$ cat config.mk
export PLATFORM = sky130hd
export DESIGN_NAME = ellipse_outline_rasterizer_top
export DESIGN_NICKNAME = d
export VERILOG_FILES = /design/src/hdl/eor_pkg.sv /design/src/hdl/eor_ctrl.sv /design/src/hdl/eor_datapath.sv /design/src/hdl/ellipse_outline_rasterizer_top.sv
export SDC_FILE = /design/constraint.sdc
export NUM_CORES = 2
export LEC_CHECK = 0
export BUFFER_PORTS_ARGS = -buffer_cell sky130_fd_sc_hd__buf_2
export CORE_MARGIN = 2
export CORE_UTILIZATION = 60
export CTS_CLUSTER_SIZE = 25
export DETAILED_ROUTE_END_ITERATION = 7
export PLACE_DENSITY = 0.82
export SKIP_LAST_GASP = 1
export SYNTH_ARGS = -nofsm -noshare
export SYNTH_HDL_FRONTEND = slang
export SYNTH_SLANG_ARGS = --single-unit
$ cat constraint.sdc
create_clock -name clk -period 12.12 [get_ports clk]
set_input_delay 0.606 -clock clk [delete_from_list [all_inputs] [get_ports clk]]
set_output_delay 0.606 -clock clk [all_outputs]
set_load 0.01 [all_outputs]
$ cat src/hdl/eor_pkg.sv
`timescale 1ns / 1ps
`default_nettype none

package eor_pkg;

  localparam int POINT_BITS = 13;
  localparam int FRAME_BITS = 13;

  localparam logic [1:0] PH_IDLE = 2'd0;
  localparam logic [1:0] PH_ARC  = 2'd1;
  localparam logic [1:0] PH_TIP  = 2'd2;

  localparam logic REQ_START = 1'b0;
  localparam logic REQ_STEP  = 1'b1;

  typedef struct packed {
    logic       load_start;
    logic       span;
    logic       mul_b;
    logic       mul_ab;
    logic       terms;
    logic       err_dx;
    logic       err_dy;
    logic       snap;
    logic       eval;
    logic       decide;
    logic [1:0] idx;
  } eor_cmd_t;

  typedef struct packed {
    logic [1:0] phase;
    logic       done;
  } eor_sts_t;

endpackage

`default_nettype wire

$ cat src/hdl/eor_ctrl.sv
`timescale 1ns / 1ps
`default_nettype none

module eor_ctrl
  import eor_pkg::*;
(
  input  logic     clk,
  input  logic     rst_n,
  input  logic     in_tvalid,
  output logic     in_tready,
  input  logic     req_type,
  output logic     out_tvalid,
  input  logic     out_tready,
  output logic     out_tlast,
  output logic     figure_done,
  output eor_cmd_t cmd,
  input  eor_sts_t sts
);

  localparam logic [2:0] ST_IDLE   = 3'd0;
  localparam logic [2:0] ST_SPAN   = 3'd1;
  localparam logic [2:0] ST_MUL_B  = 3'd2;
  localparam logic [2:0] ST_MUL_AB = 3'd3;
  localparam logic [2:0] ST_TERMS  = 3'd4;
  localparam logic [2:0] ST_ERR_DX = 3'd5;
  localparam logic [2:0] ST_ERR_DY = 3'd6;
  localparam logic [2:0] ST_STEP   = 3'd7;

  localparam logic [1:0] CALC_EVAL   = 2'd0;
  localparam logic [1:0] CALC_DECIDE = 2'd1;
  localparam logic [1:0] CALC_ADD_DY = 2'd2;
  localparam logic [1:0] CALC_DONE   = 2'd3;
  localparam logic [1:0] LAST_IDX    = 2'd3;

  logic [2:0] state_r, state_nxt;
  logic [1:0] calc_r, calc_nxt;
  logic [1:0] emit_r, emit_nxt;
  logic       in_acc;
  logic       out_acc;
  logic       in_step;

  assign in_tready  = (state_r == ST_IDLE);
  assign in_acc     = in_tvalid & in_tready;
  assign out_tvalid = (state_r == ST_STEP) && ((emit_r != LAST_IDX) || (calc_r == CALC_DONE));
  assign out_acc    = out_tvalid & out_tready;
  assign out_tlast  = (emit_r == LAST_IDX);
  assign figure_done = out_tlast & sts.done;
  assign in_step    = (state_r == ST_STEP);

  always_comb begin
    cmd            = '0;
    cmd.load_start = in_acc && (req_type == REQ_START);
    cmd.snap       = in_acc && (req_type == REQ_STEP) && (sts.phase != PH_IDLE);
    cmd.span       = (state_r == ST_SPAN);
    cmd.mul_b      = (state_r == ST_MUL_B);
    cmd.mul_ab     = (state_r == ST_MUL_AB);
    cmd.terms      = (state_r == ST_TERMS);
    cmd.eval       = in_step && (calc_r == CALC_EVAL);
    cmd.decide     = in_step && (calc_r == CALC_DECIDE);
    cmd.err_dx     = (state_r == ST_ERR_DX) || (in_step && (calc_r == CALC_DECIDE));
    cmd.err_dy     = (state_r == ST_ERR_DY) || (in_step && (calc_r == CALC_ADD_DY));
    cmd.idx        = emit_r;
  end

  always_comb begin
    state_nxt = state_r;
    calc_nxt  = calc_r;
    emit_nxt  = emit_r;
    unique case (state_r)
      ST_IDLE: begin
        if (cmd.load_start) begin
          state_nxt = ST_SPAN;
        end else if (cmd.snap) begin
          state_nxt = ST_STEP;
          calc_nxt  = CALC_EVAL;
          emit_nxt  = 2'd0;
        end
      end
      ST_SPAN:   state_nxt = ST_MUL_B;
      ST_MUL_B:  state_nxt = ST_MUL_AB;
      ST_MUL_AB: state_nxt = ST_TERMS;
      ST_TERMS:  state_nxt = ST_ERR_DX;
      ST_ERR_DX: state_nxt = ST_ERR_DY;
      ST_ERR_DY: state_nxt = ST_IDLE;
      ST_STEP: begin
        if (calc_r != CALC_DONE) begin
          calc_nxt = calc_r + 2'd1;
        end
        if (out_acc) begin
          emit_nxt = emit_r + 2'd1;
          if (emit_r == LAST_IDX) begin
            state_nxt = ST_IDLE;
          end
        end
      end
      default: state_nxt = ST_IDLE;
    endcase
  end

  always_ff @(posedge clk) begin
    if (!rst_n) begin
      state_r <= ST_IDLE;
      calc_r  <= CALC_EVAL;
      emit_r  <= 2'd0;
    end else begin
      state_r <= state_nxt;
      calc_r  <= calc_nxt;
      emit_r  <= emit_nxt;
    end
  end

endmodule

`default_nettype wire

$ cat src/hdl/eor_datapath.sv
`timescale 1ns / 1ps
`default_nettype none

module eor_datapath
  import eor_pkg::*;
#(
  parameter int COORD_BITS = 12,
  parameter int ERR_BITS   = 48
) (
  input  logic                         clk,
  input  logic                         rst_n,
  input  eor_cmd_t                     cmd,
  output eor_sts_t                     sts,
  input  logic signed [COORD_BITS-1:0] corner_a_x,
  input  logic signed [COORD_BITS-1:0] corner_a_y,
  input  logic signed [COORD_BITS-1:0] corner_b_x,
  input  logic signed [COORD_BITS-1:0] corner_b_y,
  input  logic [FRAME_BITS-1:0]        frame_width,
  input  logic [FRAME_BITS-1:0]        frame_height,
  output logic [POINT_BITS-1:0]        point_x,
  output logic [POINT_BITS-1:0]        point_y,
  output logic                         visible
);

  localparam int CB  = COORD_BITS;
  localparam int EB  = ERR_BITS;
  localparam int PW  = (CB + 2 > POINT_BITS + 1) ? CB + 2 : POINT_BITS + 1;
  localparam int SQW = 2 * CB;
  localparam int PRW = 3 * CB;

  logic [CB-1:0]        a_r, b_r;
  logic signed [CB-1:0] miny_r;
  logic signed [PW-1:0] left_r, right_r, upper_r, lower_r;
  logic [SQW-1:0]       aa_r, bb_r;
  logic [PRW-1:0]       prod_r;
  logic signed [EB-1:0] dx_r, dy_r, err_r;
  logic [EB-1:0]        incdx_r, incdy_r;
  logic                 cx_r, cy_r;
  logic [1:0]           phase_r;
  logic                 done_r;
  logic                 tip_s_r;
  logic signed [PW-1:0] sx0_r, sx1_r, sy0_r, sy1_r;

  logic signed [CB:0]   diff_x, diff_y;
  logic [CB-1:0]        a_in, b_in;
  logic signed [CB-1:0] minx_in, miny_in;
  logic [CB-1:0]        mul_a;
  logic [SQW-1:0]       mul_b;
  logic [PRW-1:0]       product;
  logic                 mul_en;
  logic signed [PW-1:0] half_sum;
  logic signed [EB:0]   e2, dx_ext, dy_ext;
  logic                 go_x, go_y;
  logic signed [PW-1:0] span_y;
  logic                 below, crossed;
  logic signed [PW-1:0] px, py;

  assign diff_x  = {corner_a_x[CB-1], corner_a_x} - {corner_b_x[CB-1], corner_b_x};
  assign diff_y  = {corner_a_y[CB-1], corner_a_y} - {corner_b_y[CB-1], corner_b_y};
  assign a_in    = diff_x[CB] ? CB'(-diff_x) : CB'(diff_x);
  assign b_in    = diff_y[CB] ? CB'(-diff_y) : CB'(diff_y);
  assign minx_in = diff_x[CB] ? corner_a_x : corner_b_x;
  assign miny_in = diff_y[CB] ? corner_a_y : corner_b_y;

  assign mul_a   = cmd.mul_b ? b_r : a_r;
  assign mul_b   = cmd.span ? SQW'(a_r) : (cmd.mul_b ? SQW'(b_r) : prod_r[SQW-1:0]);
  assign product = mul_a * mul_b;
  assign mul_en  = cmd.span | cmd.mul_b | cmd.mul_ab;

  assign half_sum = PW'(miny_r) + $signed(PW'(b_r >> 1));

  assign e2     = {err_r, 1'b0};
  assign dx_ext = {dx_r[EB-1], dx_r};
  assign dy_ext = {dy_r[EB-1], dy_r};
  assign go_x   = (e2 >= dx_ext);
  assign go_y   = (e2 <= dy_ext);

  assign span_y  = upper_r - lower_r;
  assign below   = (span_y < $signed(PW'(b_r)));
  assign crossed = (left_r > right_r);

  always_ff @(posedge clk) begin
    if (cmd.load_start) begin
      a_r    <= a_in;
      b_r    <= b_in;
      miny_r <= miny_in;
      left_r <= PW'(minx_in);
    end
    if (cmd.span) begin
      right_r <= left_r + $signed(PW'(a_r));
      upper_r <= half_sum + $signed(PW'(b_r[0]));
      lower_r <= half_sum;
    end
    if (mul_en) begin
      prod_r <= product;
    end
    if (cmd.mul_b) begin
      aa_r <= prod_r[SQW-1:0];
    end
    if (cmd.mul_ab) begin
      bb_r <= prod_r[SQW-1:0];
    end
    if (cmd.terms) begin
      dx_r    <= (EB'(bb_r) - EB'(prod_r)) << 2;
      dy_r    <= b_r[0] ? EB'(aa_r) << 3 : EB'(aa_r) << 2;
      incdy_r <= EB'(aa_r) << 3;
      incdx_r <= EB'(bb_r) << 3;
      err_r   <= b_r[0] ? EB'(aa_r) : '0;
      cx_r    <= 1'b1;
      cy_r    <= 1'b1;
    end
    if (cmd.err_dx && cx_r) begin
      err_r <= err_r + dx_r;
    end
    if (cmd.err_dy && cy_r) begin
      err_r <= err_r + dy_r;
    end
    if (cmd.eval) begin
      if (phase_r == PH_ARC) begin
        cx_r <= go_x;
        cy_r <= go_y;
        if (go_x) begin
          left_r  <= left_r + PW'(1);
          right_r <= right_r - PW'(1);
          dx_r    <= dx_r + $signed(incdx_r);
        end
        if (go_y) begin
          upper_r <= upper_r + PW'(1);
          lower_r <= lower_r - PW'(1);
          dy_r    <= dy_r + $signed(incdy_r);
        end
      end else begin
        cx_r    <= 1'b0;
        cy_r    <= 1'b0;
        upper_r <= upper_r + PW'(1);
        lower_r <= lower_r - PW'(1);
      end
    end
    if (cmd.snap) begin
      tip_s_r <= (phase_r == PH_TIP);
      sx0_r   <= (phase_r == PH_TIP) ? left_r - PW'(1) : right_r;
      sx1_r   <= (phase_r == PH_TIP) ? right_r + PW'(1) : left_r;
      sy0_r   <= upper_r;
      sy1_r   <= lower_r;
    end
  end

  always_ff @(posedge clk) begin
    if (!rst_n) begin
      phase_r <= PH_IDLE;
      done_r  <= 1'b0;
    end else if (cmd.terms) begin
      phase_r <= PH_ARC;
      done_r  <= 1'b0;
    end else if (cmd.decide) begin
      done_r <= 1'b0;
      if (phase_r == PH_ARC) begin
        if (crossed) begin
          if (below) begin
            phase_r <= PH_TIP;
          end else begin
            phase_r <= PH_IDLE;
            done_r  <= 1'b1;
          end
        end
      end else if (!below) begin
        phase_r <= PH_IDLE;
        done_r  <= 1'b1;
      end
    end
  end

  assign sts.phase = phase_r;
  assign sts.done  = done_r;

  always_comb begin
    case (cmd.idx)
      2'd0:    px = sx0_r;
      2'd1:    px = sx1_r;
      2'd2:    px = tip_s_r ? sx0_r : sx1_r;
      default: px = tip_s_r ? sx1_r : sx0_r;
    endcase
    py = cmd.idx[1] ? sy1_r : sy0_r;
  end

  assign point_x = px[POINT_BITS-1:0];
  assign point_y = py[POINT_BITS-1:0];
  assign visible = !px[PW-1] && !py[PW-1] &&
                   ($unsigned(px) < PW'(frame_width)) &&
                   ($unsigned(py) < PW'(frame_height));

endmodule

`default_nettype wire

$ cat src/hdl/ellipse_outline_rasterizer_top.sv
// Ellipse outline rasterizer: draws the outline of the ellipse inscribed in
// an axis-aligned rectangle, one Bresenham iteration per step request.
// Input stream: a beat with tuser = 0 loads two opposite corners from tdata
// and sets up the error terms; a beat with tuser = 1 asks for the next four
// mirrored outline points. A step beat with no figure running yields nothing.
// Output stream: four beats per step, each with x, y in tdata and visible and
// figure-done flags in tuser; tlast marks the fourth beat of every step.
// A start beat occupies the block through setup: one shared multiplier
// forms a*a, b*b and a*b*b in the span, mul_b and mul_ab states, then the
// terms state and two error-term adds. A step beat is accepted, then four
// output beats follow while the error update runs alongside; the fourth beat
// waits for the update to finish. One request is in flight at a time, so
// in_tready is low after acceptance until setup ends or the last output beat
// of that request is taken. A stalled receiver holds the current beat.
// Reset (rst_n low, synchronous) returns to idle with no figure running and
// frame size 1024 x 768. Frame size is written over the APB port at 0x0/0x4.
`timescale 1ns / 1ps
`default_nettype none

module ellipse_outline_rasterizer_top
  import eor_pkg::*;
#(
  parameter int COORD_BITS = 12,
  parameter int ERR_BITS   = 48
) (
  input  logic                                   clk,
  input  logic                                   rst_n,
  input  logic                                   in_tvalid,
  output logic                                   in_tready,
  // corner_a_x, corner_a_y, corner_b_x, corner_b_y, zero fill
  input  logic [((4*COORD_BITS+7)/8)*8-1:0]      in_tdata,
  // req_type
  input  logic                                   in_tuser,
  output logic                                   out_tvalid,
  input  logic                                   out_tready,
  // point_x [12:0], point_y [25:13], zero fill
  output logic [31:0]                            out_tdata,
  // visible, figure_done
  output logic [1:0]                             out_tuser,
  output logic                                   out_tlast,
  input  logic                                   cfg_psel,
  input  logic                                   cfg_penable,
  input  logic                                   cfg_pwrite,
  input  logic [2:0]                             cfg_paddr,
  input  logic [31:0]                            cfg_pwdata,
  output logic [31:0]                            cfg_prdata,
  output logic                                   cfg_pready
);

  localparam int CB = COORD_BITS;
  localparam logic REG_FRAME_WIDTH  = 1'b0;
  localparam logic REG_FRAME_HEIGHT = 1'b1;
  localparam logic [FRAME_BITS-1:0] FRAME_WIDTH_RST  = FRAME_BITS'(1024);
  localparam logic [FRAME_BITS-1:0] FRAME_HEIGHT_RST = FRAME_BITS'(768);

  logic [FRAME_BITS-1:0] frame_width_r, frame_height_r;
  logic                  cfg_wr;
  eor_cmd_t              cmd;
  eor_sts_t              sts;
  logic [POINT_BITS-1:0] point_x, point_y;
  logic                  visible, figure_done;

  assign cfg_pready = 1'b1;
  assign cfg_wr     = cfg_psel & cfg_penable & cfg_pwrite & cfg_pready;

  always_ff @(posedge clk) begin
    if (!rst_n) begin
      frame_width_r  <= FRAME_WIDTH_RST;
      frame_height_r <= FRAME_HEIGHT_RST;
    end else if (cfg_wr) begin
      unique case (cfg_paddr[2])
        REG_FRAME_WIDTH:  frame_width_r  <= cfg_pwdata[FRAME_BITS-1:0];
        REG_FRAME_HEIGHT: frame_height_r <= cfg_pwdata[FRAME_BITS-1:0];
        default:          frame_width_r  <= frame_width_r;
      endcase
    end
  end

  always_comb begin
    unique case (cfg_paddr[2])
      REG_FRAME_WIDTH:  cfg_prdata = 32'(frame_width_r);
      REG_FRAME_HEIGHT: cfg_prdata = 32'(frame_height_r);
      default:          cfg_prdata = '0;
    endcase
  end

  eor_ctrl u_ctrl (
    .clk         (clk),
    .rst_n       (rst_n),
    .in_tvalid   (in_tvalid),
    .in_tready   (in_tready),
    .req_type    (in_tuser),
    .out_tvalid  (out_tvalid),
    .out_tready  (out_tready),
    .out_tlast   (out_tlast),
    .figure_done (figure_done),
    .cmd         (cmd),
    .sts         (sts)
  );

  eor_datapath #(
    .COORD_BITS (COORD_BITS),
    .ERR_BITS   (ERR_BITS)
  ) u_datapath (
    .clk          (clk),
    .rst_n        (rst_n),
    .cmd          (cmd),
    .sts          (sts),
    .corner_a_x   ($signed(in_tdata[CB-1:0])),
    .corner_a_y   ($signed(in_tdata[2*CB-1:CB])),
    .corner_b_x   ($signed(in_tdata[3*CB-1:2*CB])),
    .corner_b_y   ($signed(in_tdata[4*CB-1:3*CB])),
    .frame_width  (frame_width_r),
    .frame_height (frame_height_r),
    .point_x      (point_x),
    .point_y      (point_y),
    .visible      (visible)
  );

  assign out_tdata = {(32 - 2*POINT_BITS)'(0), point_y, point_x};
  assign out_tuser = {figure_done, visible};

endmodule

`default_nettype wire

# Word level (Yosys, flattened, before mapping)
# Index checks and enable logic that the tools add are counted.
# totals
ff_bits,463
in_bits,91
wordCells,196
# classes
n_mul,1
magnitude_cmp,6
mux,68
eq_ne,27
reduce_logical,33
n_bitwise,10
addsub,21
# op_table
cell,count
48-bit 2-to-1 mux,11
14-bit 2-to-1 mux,21
48-bit by 28-bit adder with 48-bit output,2
48-bit adder,2
24-bit 2-to-1 mux,3
32-bit one-hot mux with 2 select lines,1
12-bit 2-to-1 mux,5
49-bit by 48-bit >= comparator with 1-bit output,1
49-bit by 48-bit <= comparator with 1-bit output,1
"14-bit by 2-bit adder with 14-bit output, second input constant",3
14-bit by 13-bit less-than comparator with 1-bit output,3
14-bit one-hot mux with 3 select lines,1
"14-bit by 2-bit subtractor with 14-bit output, second input constant",3
24-bit by 36-bit subtractor with 37-bit output,1
12-bit by 24-bit multiplier with 36-bit output,1
27-bit 2-to-1 mux,1
12-bit by 12-bit subtractor with 13-bit output,2
12-bit negator,2
3-bit one-hot mux with 8 select lines,1
2-bit 2-to-1 mux,8
14-bit by 13-bit adder with 14-bit output,1
14-bit by 2-bit adder with 14-bit output,1
14-bit greater-than comparator,1
14-bit subtractor,1
28 further kinds,89

# Depth between registers and ports, before layout
# depth
ltp_word,7
ltp_mapped,30
ltp_nobuf,27

# By module
# A second synthesis with hierarchy kept.
# hier_totals
hier_cells,5075
hier_area_um2,44637.8
# modules_own_cells
module,cells_each,area_each_um2,n_inst
eor_datapath,4850,42663.4,1
ellipse_outline_rasterizer_top,150,1410.1,1
eor_ctrl,75,564.3,1

# Worst setup path before layout
# OpenSTA, ideal clock, no wires.
# synth_timing
path_kind,reg-to-reg
start,reg u_ctrl.state_r[1]
end,"reg u_datapath.prod_r[32], data pin"
path_slack_ns,4.308
stages_incl_launch_ff,29
synth_period_minus_slack_ns,7.812
required_ns,11.832
n_path_buf,3
arrival_ns,7.525
cell_sequence,dfxtp_1 -> clkbuf_1 -> nand2b_1 -> nor2_1 -> clkbuf_1 -> buf_1 -> mux2i_1 -> nor2_1 -> ha_1 -> ha_1 -> inv_1 -> fa_1 -> inv_1 -> fa_1 -> inv_1 -> fa_1 -> inv_1 -> ha_1 -> a21o_1 -> a21o_1 -> a41o_1 -> o21ai_1 -> a21oi_1 -> o21bai_1 -> a21oi_1 -> or3_1 -> o31a_1 -> a21oi_1 -> o311ai_0
# synth_between
elab_chain_cells,4
# synth_rtl
item,line,text
start: declaration,eor_ctrl.sv:35,"logic [2:0] state_r, state_nxt;"
start signal: assignment,eor_ctrl.sv:106,state_r <= state_nxt;
3-bit by 2-bit equality test with 1-bit output,eor_ctrl.sv:55,cmd.mul_b = (state_r == ST_MUL_B);
24-bit 2-to-1 mux (2 in series),eor_datapath.sv:66,assign mul_b = cmd.span ? SQW'(a_r) : (cmd.mul_b ? SQW'(b_r) : prod_r[SQW-1:0]);
12-bit by 24-bit multiplier with 36-bit output (*),eor_datapath.sv:67,assign product = mul_a * mul_b;
named net u_datapath.product[32],eor_datapath.sv:49,logic [PRW-1:0] product;
end signal: assignment,eor_datapath.sv:95,prod_r <= product;
end: declaration,eor_datapath.sv:35,logic [PRW-1:0] prod_r;
# The timed path passes the listed nets; every way through them passes the cells marked *.
# A chain may end at the register's enable or synchronous reset.

# Final worst setup path
# layout_timing
start,reg u_ctrl.state_r[0]
end,"reg u_datapath.prod_r[35], data pin"
# The elaborated chain is that of the path after synthesis.

==> tab_implementation.tex <==
\begin{tabular}{lr}
\hline
Metric & Value \\
\hline
\multicolumn{2}{l}{\textbf{GRT}} \\
\quad Vias in the first global route & 36,120 \\
\quad Global-route wire length before repair & 184.9 mm \\
\quad Total track usage & 30.35\% \\
\quad Pin count of the biggest net entering global routing & 77 \\
\quad Congestion Overflow GR & 0 \\
\quad Met1 GRT Util & 41.36\% \\
\quad Grt met3 use & 4.766\% \\
\quad Busiest metal layer after global routing & met2 \\
\quad Met2 Use GR & 47.81\% \\
\quad Antenna violations before repair & 0 \\
\multicolumn{2}{l}{\textbf{Drt}} \\
\quad Average via count per standard cell & 6.120 \\
\quad DR DRC count & 0 \\
\quad Routed wire length & 115.1 mm \\
\quad Drt pass-1 iters & 6 \\
\quad DRT iter0 DRCs & 3,750 \\
\quad Routed wire length per instance & 18.82 um \\
\quad Count of nets left with antenna violations after detail routing & 0 \\
\quad Vias & 37,446 \\
\multicolumn{2}{l}{\textbf{Synthesis}} \\
\quad Count of flip-flops with a built-in enable after synthesis & 281 \\
\quad Synth Area in Compound Gates & 19.19\% \\
\quad Cell type with the highest aggregate area in the netlist & sky130\_fd\_sc\_hd\_\_edfxtp\_1 \\
\quad Post-synth cell types & 80 \\
\quad Number of warnings printed during yosys synthesis & 0 \\
\quad Share of synthesized flip-flops with an asynchronous set or reset & 0\% \\
\quad Top cells by count, synth & 574 x sky130\_fd\_sc\_hd\_\_inv\_1, 566 x sky130\_fd\_sc\_hd\_\_nand2\_1, 463 x sky130\_fd\_sc\_hd\_\_ha\_1 \\
\quad Main flop type after synthesis & sky130\_fd\_sc\_hd\_\_edfxtp\_1 \\
\quad Part of the Yosys area used for sequential elements & 27.40\% \\
\quad Most frequently used cell type in the post-synthesis netlist & sky130\_fd\_sc\_hd\_\_inv\_1 \\
\quad Synth Area in Simple Gates & 15.33\% \\
\quad Leading cell types by total area after synthesis & sky130\_fd\_sc\_hd\_\_edfxtp\_1 19\%, sky130\_fd\_sc\_hd\_\_ha\_1 13\%, sky130\_fd\_sc\_hd\_\_fa\_1 10\% \\
\quad Synth Instances & 5,090 \\
\quad Number of synthesized register bits & 463 \\
\quad Adder and majority cell fraction of the synthesized area & 23.58\% \\
\quad Mean area per synthesized cell & 8.664 um\^{}2 \\
\quad Synthesized cell area & 44,100 um\^{}2 \\
\quad Combinational family with the most area after synthesis & adder cells \\
\quad Fraction of synthesized cell area taken by the top area cell type & 19.13\% \\
\quad Xor/xnor share of the synthesized area & 5.342\% \\
\quad Proportion of synthesized area in mux cells & 2.224\% \\
\multicolumn{2}{l}{\textbf{Placement}} \\
\quad DP Wirelength & 88.23 mm \\
\quad Total of buffers placed on input and output ports & 113 \\
\quad Gp weighted congestion & 0.9703 \\
\multicolumn{2}{l}{\textbf{Clock tree}} \\
\quad Post-CTS clock slew at the launch and capture registers of the worst setup and hold paths & 0.06 ns \\
\quad Clock insertion delay at the later pin of the skew report & 0.65 ns \\
\quad Clock tree from TritonCTS & built \\
\quad Total number of clock tree sinks & 463 \\
\quad Buffer levels on the longest clock path & 3 \\
\quad CTS buffer count & 52 \\
\quad Post-cts hold buffer count & 0 \\
\quad Number of gates resized after CTS & 0 \\
\quad Number of buffers inserted to repair setup after CTS & 0 \\
\quad Maximum level of the CTS H-tree & 2 \\
\quad Root buffer cell & sky130\_fd\_sc\_hd\_\_clkbuf\_16 \\
\multicolumn{2}{l}{\textbf{Floorplanning}} \\
\quad Width of the chip & 275.1 um \\
\quad Number of cell rows & 99 \\
\quad Die Ht & 275.1 um \\
\quad Io pins & 161 \\
\quad Area of the core region & 72,830 um\^{}2 \\
\quad Die area & 75,690 um\^{}2 \\
\quad Starting density of the core & 60.55\% \\
\multicolumn{2}{l}{\textbf{Timing}} \\
\quad Time the final worst path needs with I/O delays and setup & 8.237 ns \\
\quad Clock Skews & 0.05749 ns \\
\quad Setup repair after global routing missed its margin & no \\
\quad Worst max-slew margin expressed relative to the limit & 13.39\% \\
\quad Final critical-path share of the clock period & 67.96\% \\
\quad Hold violation count in the final report & 0 \\
\quad Final number of setup-violating endpoints & 0 \\
\quad Maximum clock frequency & 121.4 MHz \\
\quad Tightest Pin Transition & 1.299 ns \\
\quad Final Max Slew Viols & 0 \\
\quad Post-route setup TNS & 0 ns \\
\multicolumn{2}{l}{\textbf{Hold path}} \\
\quad Kind of path behind the tightest hold check & input port to flop \\
\quad Hold Path Sink & frame\_height\_r[0]\$\_SDFFE\_PN0P\_ \\
\quad Number of instances on the worst hold path & 3 \\
\quad Critical hold path startpoint & cfg\_pwdata[0] \\
\multicolumn{2}{l}{\textbf{Setup path}} \\
\quad Launch point of the worst reg-to-reg path & u\_ctrl.state\_r[0]\$\_SDFFE\_PN0P\_ \\
\quad Largest fanout of any net on the critical path & 44 \\
\quad Flop-to-flop setup slack & 3.88 ns \\
\quad Critical path class & flop to flop \\
\quad Startpoint Class & flop \\
\quad Kind of end point of the critical path & flop \\
\quad Required arrival time at the worst endpoint & 12.45 ns \\
\quad Worst Reg-to-Reg Cells & 26 \\
\quad Arrival time at the worst endpoint & 8.57 ns \\
\quad Worst r2r dst & u\_datapath.prod\_r[35]\$\_DFFE\_PP\_ \\
\multicolumn{2}{l}{\textbf{Status}} \\
\quad Result of the run & complete, no violations \\
\multicolumn{2}{l}{\textbf{Flow run}} \\
\quad Max-capacitance violation count & 0 \\
\multicolumn{2}{l}{\textbf{Finish}} \\
\quad Post-synthesis to final-layout area growth & 7.499\% \\
\quad Proportion of layout cells with a drive suffix above 1 & 6.261\% \\
\quad Final net count & 5,899 \\
\hline
\end{tabular}
[worst max-delay path by stage]
| stage | from | endpoint | depth (start not counted) |
|---|---|---|---|
| finish | u_ctrl.state_r[0]$_SDFFE_PN0P_ | u_datapath.prod_r[35]$_DFFE_PP_ | 26 |
| global route | u_ctrl.state_r[0]$_SDFFE_PN0P_ | u_datapath.prod_r[35]$_DFFE_PP_ | 26 |
| CTS | u_ctrl.state_r[0]$_SDFFE_PN0P_ | u_datapath.prod_r[35]$_DFFE_PP_ | 26 |
| detailed placement | u_ctrl.state_r[0]$_SDFFE_PN0P_ | u_datapath.prod_r[35]$_DFFE_PP_ | 26 |
| global placement | u_ctrl.state_r[0]$_SDFFE_PN0P_ | u_datapath.prod_r[35]$_DFFE_PP_ | 26 |
| floorplan | u_ctrl.state_r[1]$_SDFFE_PN0P_ | u_datapath.prod_r[32]$_DFFE_PP_ | 28 |
[metal layers]
metal	share of wire (%)	wire length [um]
met5	0	0
met4	4.9	5644
met3	9.1	10470
met2	44	50750
met1	42	48280
[cell type report]
cell class	instances	area, um^2
clock buffer	66	1446
timing repair buffer	154	873.3
clock inverter	32	521.8
multi-input combinational	3866	29110
antenna	1	2.502
inverter	578	2172
fill	5803	25430
tap	959	1200
sequential	463	12080
[critical path: stages (launching register included)]
cell and delay (ns):
sky130_fd_sc_hd__dfxtp_1 0.30, sky130_fd_sc_hd__buf_4 0.24, sky130_fd_sc_hd__nand2b_1 0.28, sky130_fd_sc_hd__nor2_4 0.11, sky130_fd_sc_hd__buf_4 0.50, sky130_fd_sc_hd__mux2_2 0.69
sky130_fd_sc_hd__nand2_1 0.16, sky130_fd_sc_hd__fa_1 0.59, sky130_fd_sc_hd__fa_1 0.46, sky130_fd_sc_hd__fa_1 0.50, sky130_fd_sc_hd__inv_1 0.06, sky130_fd_sc_hd__fa_1 0.53
sky130_fd_sc_hd__inv_1 0.06, sky130_fd_sc_hd__fa_1 0.53, sky130_fd_sc_hd__inv_1 0.04, sky130_fd_sc_hd__ha_1 0.37, sky130_fd_sc_hd__a21o_1 0.20, sky130_fd_sc_hd__a21o_1 0.18
sky130_fd_sc_hd__a21oi_1 0.17, sky130_fd_sc_hd__nor3b_1 0.26, sky130_fd_sc_hd__a211oi_1 0.14, sky130_fd_sc_hd__nor3b_1 0.46, sky130_fd_sc_hd__nand2_1 0.18, sky130_fd_sc_hd__a211oi_1 0.43
sky130_fd_sc_hd__o41ai_1 0.17, sky130_fd_sc_hd__a21oi_1 0.19, sky130_fd_sc_hd__xnor2_1 0.11
[cell usage in the layout, fill, tap and decap left out, drive strengths merged, types with 36 or more instances in the layout]
master and instances:
clkbuf 66, and3 52, fa 230, nor3 74, edfxtp 281, o21ai 300, dfxtp 182, o22ai 43
and2 61, ha 463, xor2 107, nand2 566, buf 154, a211oi 59, a31oi 41, o211ai 58
nand2b 54, nor2 329, mux2i 62, nand4 64, a311oi 36, inv 579, a21oi 367, a21o 165
o21a 37, nor2b 56, xnor2 162, nand3 104
[state kept, by name, summed over array words and instances (netlist names), 14 cells and up]
register,flops
u_datapath.sy1_r,14
u_datapath.right_r,14
u_datapath.left_r,14
u_datapath.err_r,48
u_datapath.sy0_r,14
u_datapath.aa_r,24
u_datapath.dy_r,48
u_datapath.upper_r,14
u_datapath.dx_r,48
u_datapath.sx1_r,14
u_datapath.lower_r,14
u_datapath.incdx_r,24
u_datapath.incdy_r,24
u_datapath.sx0_r,14
u_datapath.bb_r,24
u_datapath.prod_r,36
[per-stage QoR]
stage	instance area, um^2	std cells	util, %	hold slack [ns]	worst slack, ns
detailed placement	45440	6020	62.38	0.4303	3.972
global route	47410	6118	65.09	0.2105	3.455
global placement	45440	6020	62.38	0.4170	4.078
floorplan	44190	5114	-	0.4082	4.308
finish	47410	6119	65.09	0.2135	3.883
CTS	47410	6118	65.09	0.1899	3.942
[cell families (layout without fill, tap and decap cells)]
kind of cell	after synthesis	in the layout
AOI/OAI and AO/OA	1328	1328
DFF	463	463
xor gates and xnor gates	269	269
and+or+nand+nor	1456	1456
other	2	27
buffers and inverters	785	830
adders and majority gates	693	693
muxes	94	94
Power is not shown: default switching activity piles up to over one toggle a cycle in this logic, so the estimate is an artifact.
